$ cat src/rtl/gyro_heading_integrator_core_defines.svh
// Assertion macros for the heading integrator.
`ifndef GYRO_HEADING_INTEGRATOR_CORE_DEFINES_SVH
`define GYRO_HEADING_INTEGRATOR_CORE_DEFINES_SVH

// Same-cycle implication, checked outside reset.
`define GHI_ASSERT_NOW(label, ante, cons, msg) \
    label: assert property (@(posedge i_clk) disable iff (!i_rst_n) (ante) |-> (cons)) \
        else $error(msg);

// Next-cycle implication, checked outside reset.
`define GHI_ASSERT_NEXT(label, ante, cons, msg) \
    label: assert property (@(posedge i_clk) disable iff (!i_rst_n) (ante) |=> (cons)) \
        else $error(msg);

`endif

$ cat src/rtl/ghi_pkg.sv
`timescale 1ns / 1ps

package ghi_pkg;

    localparam int DIV_NUM_W  = 40;
    localparam int DIV_DEN_W  = 17;
    localparam int DIV_CNT_W  = 6;
    localparam logic [DIV_CNT_W-1:0] DIV_STEPS = DIV_CNT_W'(DIV_NUM_W);

    localparam logic [40:0] FULL_TURN     = 41'd360 << 32;
    localparam logic [56:0] HI_SAT_LIMIT  = 57'd360 << 24;
    localparam logic [15:0] DEFAULT_SAMPLES = 16'd500;
    localparam logic [31:0] RESET_SCALE   = 32'd2152870;

    localparam logic KIND_RATE  = 1'b0;
    localparam logic KIND_CALIB = 1'b1;

    localparam logic CFG_IDX_SAMPLES = 1'b0;
    localparam logic CFG_IDX_SCALE   = 1'b1;

    typedef enum logic [3:0] {
        ST_IDLE,
        ST_DECODE,
        ST_CAL_CHK,
        ST_DIV_GO,
        ST_DIV_WAIT,
        ST_MUL_A,
        ST_MUL_LO,
        ST_MUL_HI,
        ST_SCALE,
        ST_ADD,
        ST_WRAP,
        ST_EMIT
    } t_state;

endpackage

$ cat src/rtl/ghi_mul.sv
`timescale 1ns / 1ps

// Shared 32x32 unsigned multiplier, product registered.
module ghi_mul (
    input  logic        i_clk,
    input  logic [31:0] i_a,
    input  logic [31:0] i_b,
    output logic [63:0] o_p
);

    logic [63:0] r_p;

    always_ff @(posedge i_clk) begin
        r_p <= {32'b0, i_a} * {32'b0, i_b};
    end

    assign o_p = r_p;

endmodule

$ cat src/rtl/ghi_div.sv
`timescale 1ns / 1ps

// Restoring divider, one quotient bit per cycle.
module ghi_div (
    input  logic                           i_clk,
    input  logic                           i_rst_n,
    input  logic                           i_start,
    input  logic [ghi_pkg::DIV_NUM_W-1:0]  i_num,
    input  logic [ghi_pkg::DIV_DEN_W-1:0]  i_den,
    output logic                           o_done,
    output logic [ghi_pkg::DIV_NUM_W-1:0]  o_quot
);

    import ghi_pkg::*;

    logic [DIV_NUM_W-1:0] r_num;   // numerator bits out, quotient bits in
    logic [DIV_DEN_W-1:0] r_rem;
    logic [DIV_DEN_W-1:0] r_den;
    logic [DIV_CNT_W-1:0] r_cnt;
    logic                 r_done;

    logic [DIV_DEN_W:0]   w_rem_sh;
    logic [DIV_DEN_W:0]   w_rem_sub;
    logic                 w_ge;

    assign w_rem_sh  = {r_rem, r_num[DIV_NUM_W-1]};
    assign w_ge      = w_rem_sh >= {1'b0, r_den};
    assign w_rem_sub = w_rem_sh - {1'b0, r_den};

    always_ff @(posedge i_clk) begin
        if (!i_rst_n) begin
            r_cnt  <= '0;
            r_done <= 1'b0;
        end else begin
            r_done <= 1'b0;
            if (i_start) begin
                r_cnt <= DIV_STEPS;
            end else if (r_cnt != '0) begin
                r_cnt <= r_cnt - 1'b1;
                if (r_cnt == DIV_CNT_W'(1)) begin
                    r_done <= 1'b1;
                end
            end
        end
    end

    always_ff @(posedge i_clk) begin
        if (i_start) begin
            r_num <= i_num;
            r_den <= i_den;
            r_rem <= '0;
        end else if (r_cnt != '0) begin
            r_rem <= w_ge ? w_rem_sub[DIV_DEN_W-1:0] : w_rem_sh[DIV_DEN_W-1:0];
            r_num <= {r_num[DIV_NUM_W-2:0], w_ge};
        end
    end

    assign o_done = r_done;
    assign o_quot = r_num;

endmodule

$ cat src/rtl/gyro_heading_integrator_core.sv
`timescale 1ns / 1ps
// Per item, accept to result valid: begin-calibration, a first sample or a backwards
// timestamp pass DECODE and EMIT; a calibration sample adds CAL_CHK; an integrating
// sample runs MUL_A, MUL_LO, MUL_HI, SCALE, ADD and WRAP; the calibration sample that
// closes the run adds DIV_GO and DIV_WAIT (divider). One item at a time; a stalled output
// holds EMIT. Reset (synchronous, active low): yaw, bias, time, calibration state cleared,
// registers to defaults (500 samples, scale 2152870), output empty.

module gyro_heading_integrator_core (
    input  logic        i_clk,
    input  logic        i_rst_n,
    // config write port: index 0 calib_samples, 1 rate_scale
    input  logic        i_cfg_we,
    input  logic        i_cfg_index,
    input  logic [31:0] i_cfg_wdata,
    // input stream
    input  logic        i_s_axis_tvalid,
    output logic        o_s_axis_tready,
    input  logic [47:0] i_s_axis_tdata,   // [15:0] rate_z, [47:16] timestamp_us
    input  logic        i_s_axis_tuser,   // [0] kind
    // result stream
    output logic        o_m_axis_tvalid,
    input  logic        i_m_axis_tready,
    output logic [71:0] o_m_axis_tdata,   // [40:0] heading, [64:41] bias, [71:65] zero
    output logic [1:0]  o_m_axis_tuser    // [0] calibrating, [1] integrated
);

    import ghi_pkg::*;

    `include "gyro_heading_integrator_core_defines.svh"

    // ---------------------------------------------------------------
    // Sequencer state and registers
    // ---------------------------------------------------------------
    t_state r_state, n_state;

    logic [15:0]        r_cfg_samples;
    logic [31:0]        r_cfg_scale;

    // tracking state
    logic [40:0]        r_yaw;
    logic signed [23:0] r_bias;
    logic [31:0]        r_last_time;
    logic               r_cal_mode;
    logic [32:0]        r_cal_sum;     // two's complement
    logic [15:0]        r_cal_count;
    logic               r_integ;

    // captured transaction
    logic               r_kind;
    logic [15:0]        r_rate;
    logic [31:0]        r_ts;

    // working registers
    logic [24:0]        r_mag;         // |rate*256 - bias|
    logic               r_neg;
    logic [31:0]        r_dt;
    logic [24:0]        r_a_hi;        // (mag*dt) >> 32
    logic [39:0]        r_lo_sh;       // (lo product) >> 24
    logic [40:0]        r_inc;
    logic [42:0]        r_y;           // signed yaw before wrap
    logic               r_sum_neg;
    logic [31:0]        r_sum_mag;
    logic [16:0]        r_den;

    // output register
    logic               r_out_valid;
    logic [40:0]        r_out_heading;
    logic [23:0]        r_out_bias;
    logic               r_out_cal;
    logic               r_out_integ;

    // control decodes
    logic               w_in_ready;
    logic               w_in_accept;
    logic               w_out_load;
    logic               w_div_start;
    logic [31:0]        w_mul_a;
    logic [31:0]        w_mul_b;

    // shared units
    logic [63:0]        w_mul_p;
    logic               w_div_done;
    logic [39:0]        w_div_quot;
    logic [39:0]        w_div_num;

    // combinational datapath terms
    logic [25:0]        w_diff;
    logic [25:0]        w_diff_neg;
    logic [32:0]        w_sum_next;
    logic [15:0]        w_count_next;
    logic [15:0]        w_n_eff;
    logic               w_cal_close;
    logic [32:0]        w_sum_abs;
    logic               w_hi_sat;
    logic [41:0]        w_scaled;
    logic [40:0]        w_inc;
    logic [23:0]        w_quot_lo;
    logic               w_ts_skip;

    assign w_in_accept = i_s_axis_tvalid && w_in_ready;

    // ---------------------------------------------------------------
    // Shared multiplier: mag*dt, then low and high halves times scale
    // ---------------------------------------------------------------
    ghi_mul u_mul (
        .i_clk (i_clk),
        .i_a   (w_mul_a),
        .i_b   (w_mul_b),
        .o_p   (w_mul_p)
    );

    // Divider for the bias mean, rounded half away from zero
    assign w_div_num = {r_sum_mag, 8'b0} + {23'b0, (r_den >> 1)};

    ghi_div u_div (
        .i_clk   (i_clk),
        .i_rst_n (i_rst_n),
        .i_start (w_div_start),
        .i_num   (w_div_num),
        .i_den   (r_den),
        .o_done  (w_div_done),
        .o_quot  (w_div_quot)
    );

    // ---------------------------------------------------------------
    // Datapath terms
    // ---------------------------------------------------------------
    assign w_diff     = {{2{r_rate[15]}}, r_rate, 8'b0} - {{2{r_bias[23]}}, r_bias};
    assign w_diff_neg = -w_diff;
    assign w_sum_next = r_cal_sum + {{17{r_rate[15]}}, r_rate};
    assign w_count_next = r_cal_count + 16'd1;
    assign w_ts_skip  = (r_last_time == '0) || (r_ts < r_last_time);

    // a zero count register means the default; a wrapped count closes the run too
    assign w_n_eff     = (r_cfg_samples == '0) ? DEFAULT_SAMPLES : r_cfg_samples;
    assign w_cal_close = (r_cal_count >= w_n_eff) || (r_cal_count == '0);
    assign w_sum_abs   = r_cal_sum[32] ? -r_cal_sum : r_cal_sum;

    // increment = min(floor(mag*dt*scale / 2^24), full turn)
    assign w_hi_sat = w_mul_p[56:0] > HI_SAT_LIMIT;
    assign w_scaled = {1'b0, w_mul_p[32:0], 8'b0} + {2'b0, r_lo_sh};
    assign w_inc    = (w_hi_sat || (w_scaled > {1'b0, FULL_TURN})) ? FULL_TURN
                                                                   : w_scaled[40:0];

    assign w_quot_lo = w_div_quot[23:0];

    // ---------------------------------------------------------------
    // Next state
    // ---------------------------------------------------------------
    always_comb begin
        n_state = r_state;
        case (r_state)
            ST_IDLE: begin
                if (i_s_axis_tvalid) n_state = ST_DECODE;
            end
            ST_DECODE: begin
                if (r_kind == KIND_CALIB) n_state = ST_EMIT;
                else if (r_cal_mode)      n_state = ST_CAL_CHK;
                else if (w_ts_skip)       n_state = ST_EMIT;
                else                      n_state = ST_MUL_A;
            end
            ST_CAL_CHK:  n_state = w_cal_close ? ST_DIV_GO : ST_EMIT;
            ST_DIV_GO:   n_state = ST_DIV_WAIT;
            ST_DIV_WAIT: begin
                if (w_div_done) n_state = ST_EMIT;
            end
            ST_MUL_A:    n_state = ST_MUL_LO;
            ST_MUL_LO:   n_state = ST_MUL_HI;
            ST_MUL_HI:   n_state = ST_SCALE;
            ST_SCALE:    n_state = ST_ADD;
            ST_ADD:      n_state = ST_WRAP;
            ST_WRAP:     n_state = ST_EMIT;
            ST_EMIT: begin
                if (!r_out_valid || i_m_axis_tready) n_state = ST_IDLE;
            end
            default:     n_state = ST_IDLE;
        endcase
    end

    // ---------------------------------------------------------------
    // Sequencer outputs
    // ---------------------------------------------------------------
    always_comb begin
        w_in_ready  = 1'b0;
        w_out_load  = 1'b0;
        w_div_start = 1'b0;
        w_mul_a     = '0;
        w_mul_b     = '0;
        case (r_state)
            ST_IDLE:   w_in_ready = 1'b1;
            ST_DIV_GO: w_div_start = 1'b1;
            ST_MUL_A: begin
                w_mul_a = {7'b0, r_mag};
                w_mul_b = r_dt;
            end
            ST_MUL_LO: begin
                w_mul_a = w_mul_p[31:0];
                w_mul_b = r_cfg_scale;
            end
            ST_MUL_HI: begin
                w_mul_a = {7'b0, r_a_hi};
                w_mul_b = r_cfg_scale;
            end
            ST_EMIT:   w_out_load = !r_out_valid || i_m_axis_tready;
            default: begin
                w_in_ready = 1'b0;
            end
        endcase
    end

    always_ff @(posedge i_clk) begin
        if (!i_rst_n) r_state <= ST_IDLE;
        else          r_state <= n_state;
    end

    // ---------------------------------------------------------------
    // Configuration registers
    // ---------------------------------------------------------------
    always_ff @(posedge i_clk) begin
        if (!i_rst_n) begin
            r_cfg_samples <= DEFAULT_SAMPLES;
            r_cfg_scale   <= RESET_SCALE;
        end else if (i_cfg_we) begin
            case (i_cfg_index)
                CFG_IDX_SAMPLES: r_cfg_samples <= i_cfg_wdata[15:0];
                CFG_IDX_SCALE:   r_cfg_scale   <= i_cfg_wdata;
                default:         r_cfg_scale   <= r_cfg_scale;
            endcase
        end
    end

    // ---------------------------------------------------------------
    // Tracking and calibration state
    // ---------------------------------------------------------------
    always_ff @(posedge i_clk) begin
        if (!i_rst_n) begin
            r_yaw       <= '0;
            r_bias      <= '0;
            r_last_time <= '0;
            r_cal_mode  <= 1'b0;
            r_cal_sum   <= '0;
            r_cal_count <= '0;
            r_integ     <= 1'b0;
        end else begin
            case (r_state)
                ST_DECODE: begin
                    r_integ <= 1'b0;
                    if (r_kind == KIND_CALIB) begin
                        r_cal_sum   <= '0;
                        r_cal_count <= '0;
                        r_bias      <= '0;
                        r_cal_mode  <= 1'b1;
                    end else if (r_cal_mode) begin
                        r_cal_sum   <= w_sum_next;
                        r_cal_count <= w_count_next;
                    end else begin
                        // first sample or backwards time only records the time
                        r_last_time <= r_ts;
                    end
                end
                ST_DIV_WAIT: begin
                    if (w_div_done) begin
                        r_bias      <= r_sum_neg ? -w_quot_lo : w_quot_lo;
                        r_yaw       <= '0;
                        r_last_time <= '0;
                        r_cal_mode  <= 1'b0;
                    end
                end
                ST_WRAP: begin
                    // one wrap into [0, 360) is enough: |inc| <= full turn
                    if (!r_y[42] && (r_y >= {2'b0, FULL_TURN})) begin
                        r_yaw <= 41'(r_y - {2'b0, FULL_TURN});
                    end else if (r_y[42]) begin
                        r_yaw <= 41'(r_y + {2'b0, FULL_TURN});
                    end else begin
                        r_yaw <= r_y[40:0];
                    end
                    r_integ <= 1'b1;
                end
                default: begin
                    r_integ <= r_integ;
                end
            endcase
        end
    end

    // ---------------------------------------------------------------
    // Working registers
    // ---------------------------------------------------------------
    always_ff @(posedge i_clk) begin
        if (w_in_accept) begin
            r_kind <= i_s_axis_tuser;
            r_rate <= i_s_axis_tdata[15:0];
            r_ts   <= i_s_axis_tdata[47:16];
        end
        case (r_state)
            ST_DECODE: begin
                r_dt  <= r_ts - r_last_time;
                r_neg <= w_diff[25];
                r_mag <= w_diff[25] ? w_diff_neg[24:0] : w_diff[24:0];
            end
            ST_CAL_CHK: begin
                r_sum_neg <= r_cal_sum[32];
                r_sum_mag <= w_sum_abs[31:0];
                r_den     <= (r_cal_count == '0) ? 17'h10000 : {1'b0, r_cal_count};
            end
            ST_MUL_LO: r_a_hi  <= w_mul_p[56:32];
            ST_MUL_HI: r_lo_sh <= w_mul_p[63:24];
            ST_SCALE:  r_inc   <= w_inc;
            ST_ADD: begin
                r_y <= r_neg ? ({2'b0, r_yaw} - {2'b0, r_inc})
                             : ({2'b0, r_yaw} + {2'b0, r_inc});
            end
            default: begin
                r_dt <= r_dt;
            end
        endcase
    end

    // ---------------------------------------------------------------
    // Output register: the next transaction may enter while it waits
    // ---------------------------------------------------------------
    always_ff @(posedge i_clk) begin
        if (!i_rst_n) begin
            r_out_valid <= 1'b0;
        end else if (w_out_load) begin
            r_out_valid <= 1'b1;
        end else if (i_m_axis_tready) begin
            r_out_valid <= 1'b0;
        end
    end

    always_ff @(posedge i_clk) begin
        if (w_out_load) begin
            r_out_heading <= r_yaw;
            r_out_bias    <= r_bias;
            r_out_cal     <= r_cal_mode;
            r_out_integ   <= r_integ;
        end
    end

    assign o_s_axis_tready = w_in_ready;
    assign o_m_axis_tvalid = r_out_valid;
    assign o_m_axis_tdata  = {7'b0, r_out_bias, r_out_heading};
    assign o_m_axis_tuser  = {r_out_integ, r_out_cal};

    // ---------------------------------------------------------------
    // Assertions
    // ---------------------------------------------------------------
    `GHI_ASSERT_NOW(a_heading_range, r_out_valid, r_out_heading < FULL_TURN,
        "heading out of range")
    `GHI_ASSERT_NOW(a_integ_not_cal, r_out_valid && r_out_integ, !r_out_cal,
        "integrated result while calibrating")
    `GHI_ASSERT_NEXT(a_busy_after_accept, w_in_accept, !o_s_axis_tready,
        "ready right after accept")
    `GHI_ASSERT_NOW(a_div_done_state, w_div_done, r_state == ST_DIV_WAIT,
        "divider finished outside wait state")

endmodule
$ cat config.mk
export PLATFORM = sky130hd
export DESIGN_NAME = gyro_heading_integrator_core
export DESIGN_NICKNAME = d
export VERILOG_FILES = /design/src/rtl/ghi_pkg.sv /design/src/rtl/ghi_mul.sv /design/src/rtl/ghi_div.sv /design/src/rtl/gyro_heading_integrator_core.sv
export VERILOG_INCLUDE_DIRS = /design/src /design/src/rtl
export SDC_FILE = /design/constraint.sdc
export NUM_CORES = 2
export LEC_CHECK = 0
export BUFFER_PORTS_ARGS = -buffer_cell sky130_fd_sc_hd__buf_4
export CAP_MARGIN = 20
export CORE_ASPECT_RATIO = 1.25
export CORE_MARGIN = 5
export CORE_UTILIZATION = 56
export DETAILED_ROUTE_END_ITERATION = 6
export PLACE_DENSITY = 0.78
export SYNTH_ARGS = -nofsm -noshare
export SYNTH_HDL_FRONTEND = slang
export SYNTH_SLANG_ARGS = --single-unit
$ cat constraint.sdc
create_clock -name i_clk -period 19.8 [get_ports i_clk]
set_clock_uncertainty 0.05 [all_clocks]
set_input_delay 3.96 -clock i_clk [delete_from_list [all_inputs] [get_ports i_clk]]
set_output_delay 3.96 -clock i_clk [all_outputs]
set_load 0.05 [all_outputs]
==> results.md <==
* Outcome: finished with violations
* Failing checks: DRC
* Max incr delay on CP at approximately 1.1 ns
* Num CTS Buffers at 76
* Rows at approximately 150
* Max clock buf depth at 3
* Peak VDD IR at 0.0876 mV
* Commonest cells post-synth: 1,114 x inv_1, 936 x nand2_1, 903 x fa_1
* Synth area leaders: fa_1 25%, edfxtp_1 18%, ha_1 9.0%, dfxtp_1 8.2%, inv_1 5.9%
* FMAX at between 90 and 100 MHz
* Routed Antenna Nets at 0
* Die Footprint at between 100,000 and 150,000 µm²
* Die height at ~400 µm
* Finished Core Util at 60.6%
* 1st-iter DRT viols at roughly 5,200
* Largest net degree at the start of global routing at about 120
* Setup TNS at 0 ns
* Measured slew at the worst slew-check pin at about 1.2 ns
* Crit-path max FO at between 80 and 90
* Global-route met2 utilization at 54.2%
* Clock sink count at 719
* GR peak layer: met2
* Slew headroom at 19.4%
* Top Ports at 163
* Yosys reg bits at about 700
* Critical Path Source: r_state[0]
* Dominant synthesized flop cell: edfxtp_1
* WL per Instance at 23.2 µm
* Detail Placement HPWL at 171,000 µm
* Post-layout min period at between 10 and 15 ns
* RD Place Congestion at ~1
* Req. time, crit path at slightly above 20 ns
* Syn Area/Cell at between 9 and 10 µm²
* RSZ-0062 raised after global routing: no
* Yosys warns at 0
* CP dominant cell by count: fa_1
* Root buffer cell: clkbuf_16
* Clk_lat worst skew at slightly below 0.7 ns
* Crit-path slowest cell: a22o_1
* Chip Width at about 330 µm
* Yosys top cell area share at 25.5%
* Gr usage total at roughly a third
* Initial antenna violation count at 5
* Min-delay worst type: reg -> reg
* Vias at approximately 56,000
* Port Buffers at about 160
* Yosys top cell by area: fa_1
* Area grow syn2layout at 7.95%
* GR Layer Usage met1 at between 30% and 40%
* Fillcell total at 10,700
* HP Start: u_mul.o_p[62]
* Routed vias/inst at about 6.0
* Leak Pwr at 33.8 nW
* Vias in the first global route at about 58,000
* Post-route DRC at 13
* DR pass1 iterations at 7
* DRT Wirelength at around 220,000 µm
* Clk slew on worst S/H paths at approximately 0.06 ns
* Asr flop ratio synth at 0%
* Crit path kind: reg -> reg
* Synth Instances at slightly below 8,000
* Final #Nets at a little over 9,000
* EDFF count, synth at 430
* Most frequent cell after synthesis: inv_1
* Worst setup EP type: flip-flop
* PwrDens at 70.7 nW/µm²
* Worst r2r src: r_state[0]
* TritonCTS clock tree: yes
* First-pass GRT wire length at roughly 340,000 µm
* Initial core utilization at 56.1%
* Final Slew Violations at 0
* H-tree depth at 3
* CTS Hold Bufs at 0
* Max cap viols at 0
* Core Area at ~130,000 µm²
* Sequential area share after synthesis at between 20% and 30%
* Count of final hold-check violations at 0
* GR Util met3 at slightly above 6%
* Critical Path AT at roughly 11 ns
* Synth cell types at a little over 100
* Final Cycle Share at between 50 and 60%
* Finish-stage setup viols at 0
* GR Overflow Total at 0
* Startpoint Class: flip-flop
* Post-Synthesis Cell Area at 71,000 µm²
* Inst Count DP at between 9,000 and 10,000
* Hold WS at around 0.36 ns
* Postcts setup bufs at 0
* Fraction of layout cells with a size suffix above 1 at 6.30%
* Non-filler cells, final at ~9,500
* Post-CTS sizing at 0
==> per-layer routing <==
layer / share of wire [%] / up-vias
li1: - / 25100
met1: 36 / 27800
met2: 48 / 2801
met3: 8.5 / 837
met4: 8.4 / 4
met5: 0.015 / -
==> cells by family after synthesis <==
logic type / synth area share (%)
other: 0.00528
xor gates and xnor gates: 4.16
muxes: 0.183
buffers and inverters: 8.03
DFF: 26.4
AOI/OAI and AO/OA: 11.3
adders and majority gates: 34.4
and+or+nand+nor: 15.5
==> layout make-up <==
cell class | instances | area, µm² | area share, %
clock buffer | 108 | 2240 | 2.92
multi-input combinational | 5495 | 46700 | 61.0
tap | 1702 | 2130 | 2.78
inverter | 1117 | 4190 | 5.47
antenna | 5 | 12.5 | 0.0163
timing repair buffer | 277 | 2130 | 2.79
clock inverter | 34 | 480 | 0.627
sequential | 719 | 18700 | 24.4
==> power by group <==
| part | total [mW] | internal (mW) | switching [mW] |
|---|---|---|---|
| sequential | 2.17 | 1.95 | 0.226 |
| clock | 1.53 | 0.895 | 0.633 |
| combinational | 1.71 | 0.605 | 1.11 |
| total | 5.41 | 3.45 | 1.97 |
==> stage by stage <==
stage          setup slack, ns  power, mW  area, µm²
6_report                  9.13       5.41      76600
5_1_grt                   8.74       5.68      76600
4_1_cts                   9.31       5.40      76500
3_5_place_dp              9.39       3.87      73800
3_3_place_gp              9.64       3.82      73800
2_1_floorplan            10.18       3.32      71000
==> critical path, delay by kind of cell, from the launching register on <==
| kind | cells | cell delay [ns] |
|---|---|---|
| buffers and inverters | 4 | 0.94 |
| AOI/OAI and AO/OA | 10 | 3.42 |
| and+or+nand+nor | 4 | 0.73 |
| xor gates and xnor gates | 1 | 0.17 |
| DFF | 1 | 0.60 |
| adders and majority gates | 9 | 4.52 |
==> cell usage in the layout (no fill, tap or decap), types with 12 or more instances in the layout <==
master / netlist / layout
a2111oi_0: 14 / 14
a211o_1: 12 / 12
a211oi_1: 36 / 36
a21boi_0: 114 / 114
a21o_1: 90 / 90
a21oi_1: 307 / 305
a22o_1: 37 / 35
a22oi_1: 82 / 73
a31o_2: 14 / 14
a31oi_1: 30 / 30
and2_1: 32 / 32
and3_1: 61 / 59
buf_4: 10 / 273
clkbuf_1: 333 / 17
clkbuf_16: 0 / 82
dfxtp_1: 289 / 289
edfxtp_1: 430 / 430
fa_1: 903 / 903
ha_1: 508 / 508
inv_1: 1114 / 1114
mux2i_1: 13 / 13
nand2_1: 936 / 936
nand2b_1: 51 / 51
nand3_1: 195 / 194
nand4_1: 48 / 48
nor2_1: 875 / 869
nor2b_1: 93 / 92
nor3_1: 80 / 78
nor4_1: 46 / 46
o211ai_1: 20 / 20
o21a_1: 27 / 27
o21ai_0: 216 / 216
o21ai_1: 24 / 22
o21bai_1: 31 / 31
o31ai_1: 38 / 38
or3_1: 28 / 28
xnor2_1: 227 / 227
xor2_1: 110 / 110
==> state kept, by name, indices dropped and copies added (netlist names), 32 cells and up <==
name and flops:
r_cal_sum 33, r_cfg_scale 32, r_dt 32, r_inc 41, r_last_time 32, r_lo_sh 40
r_out_heading 41, r_sum_mag 32, r_ts 32, r_y 43, r_yaw 41, u_div.o_quot 40
u_mul.o_p 64
==> worst paths after layout <==
kind	endpoint	slack, ns	cells after the start
setup / recovery	u_mul.o_p[60]	9.13	28
hold / removal	r_lo_sh[38]	0.36	0
setup reg to reg	u_mul.o_p[60]	9.13	28
hold reg to reg	r_lo_sh[38]	0.36	0
(Power assumes the default switching activity.)
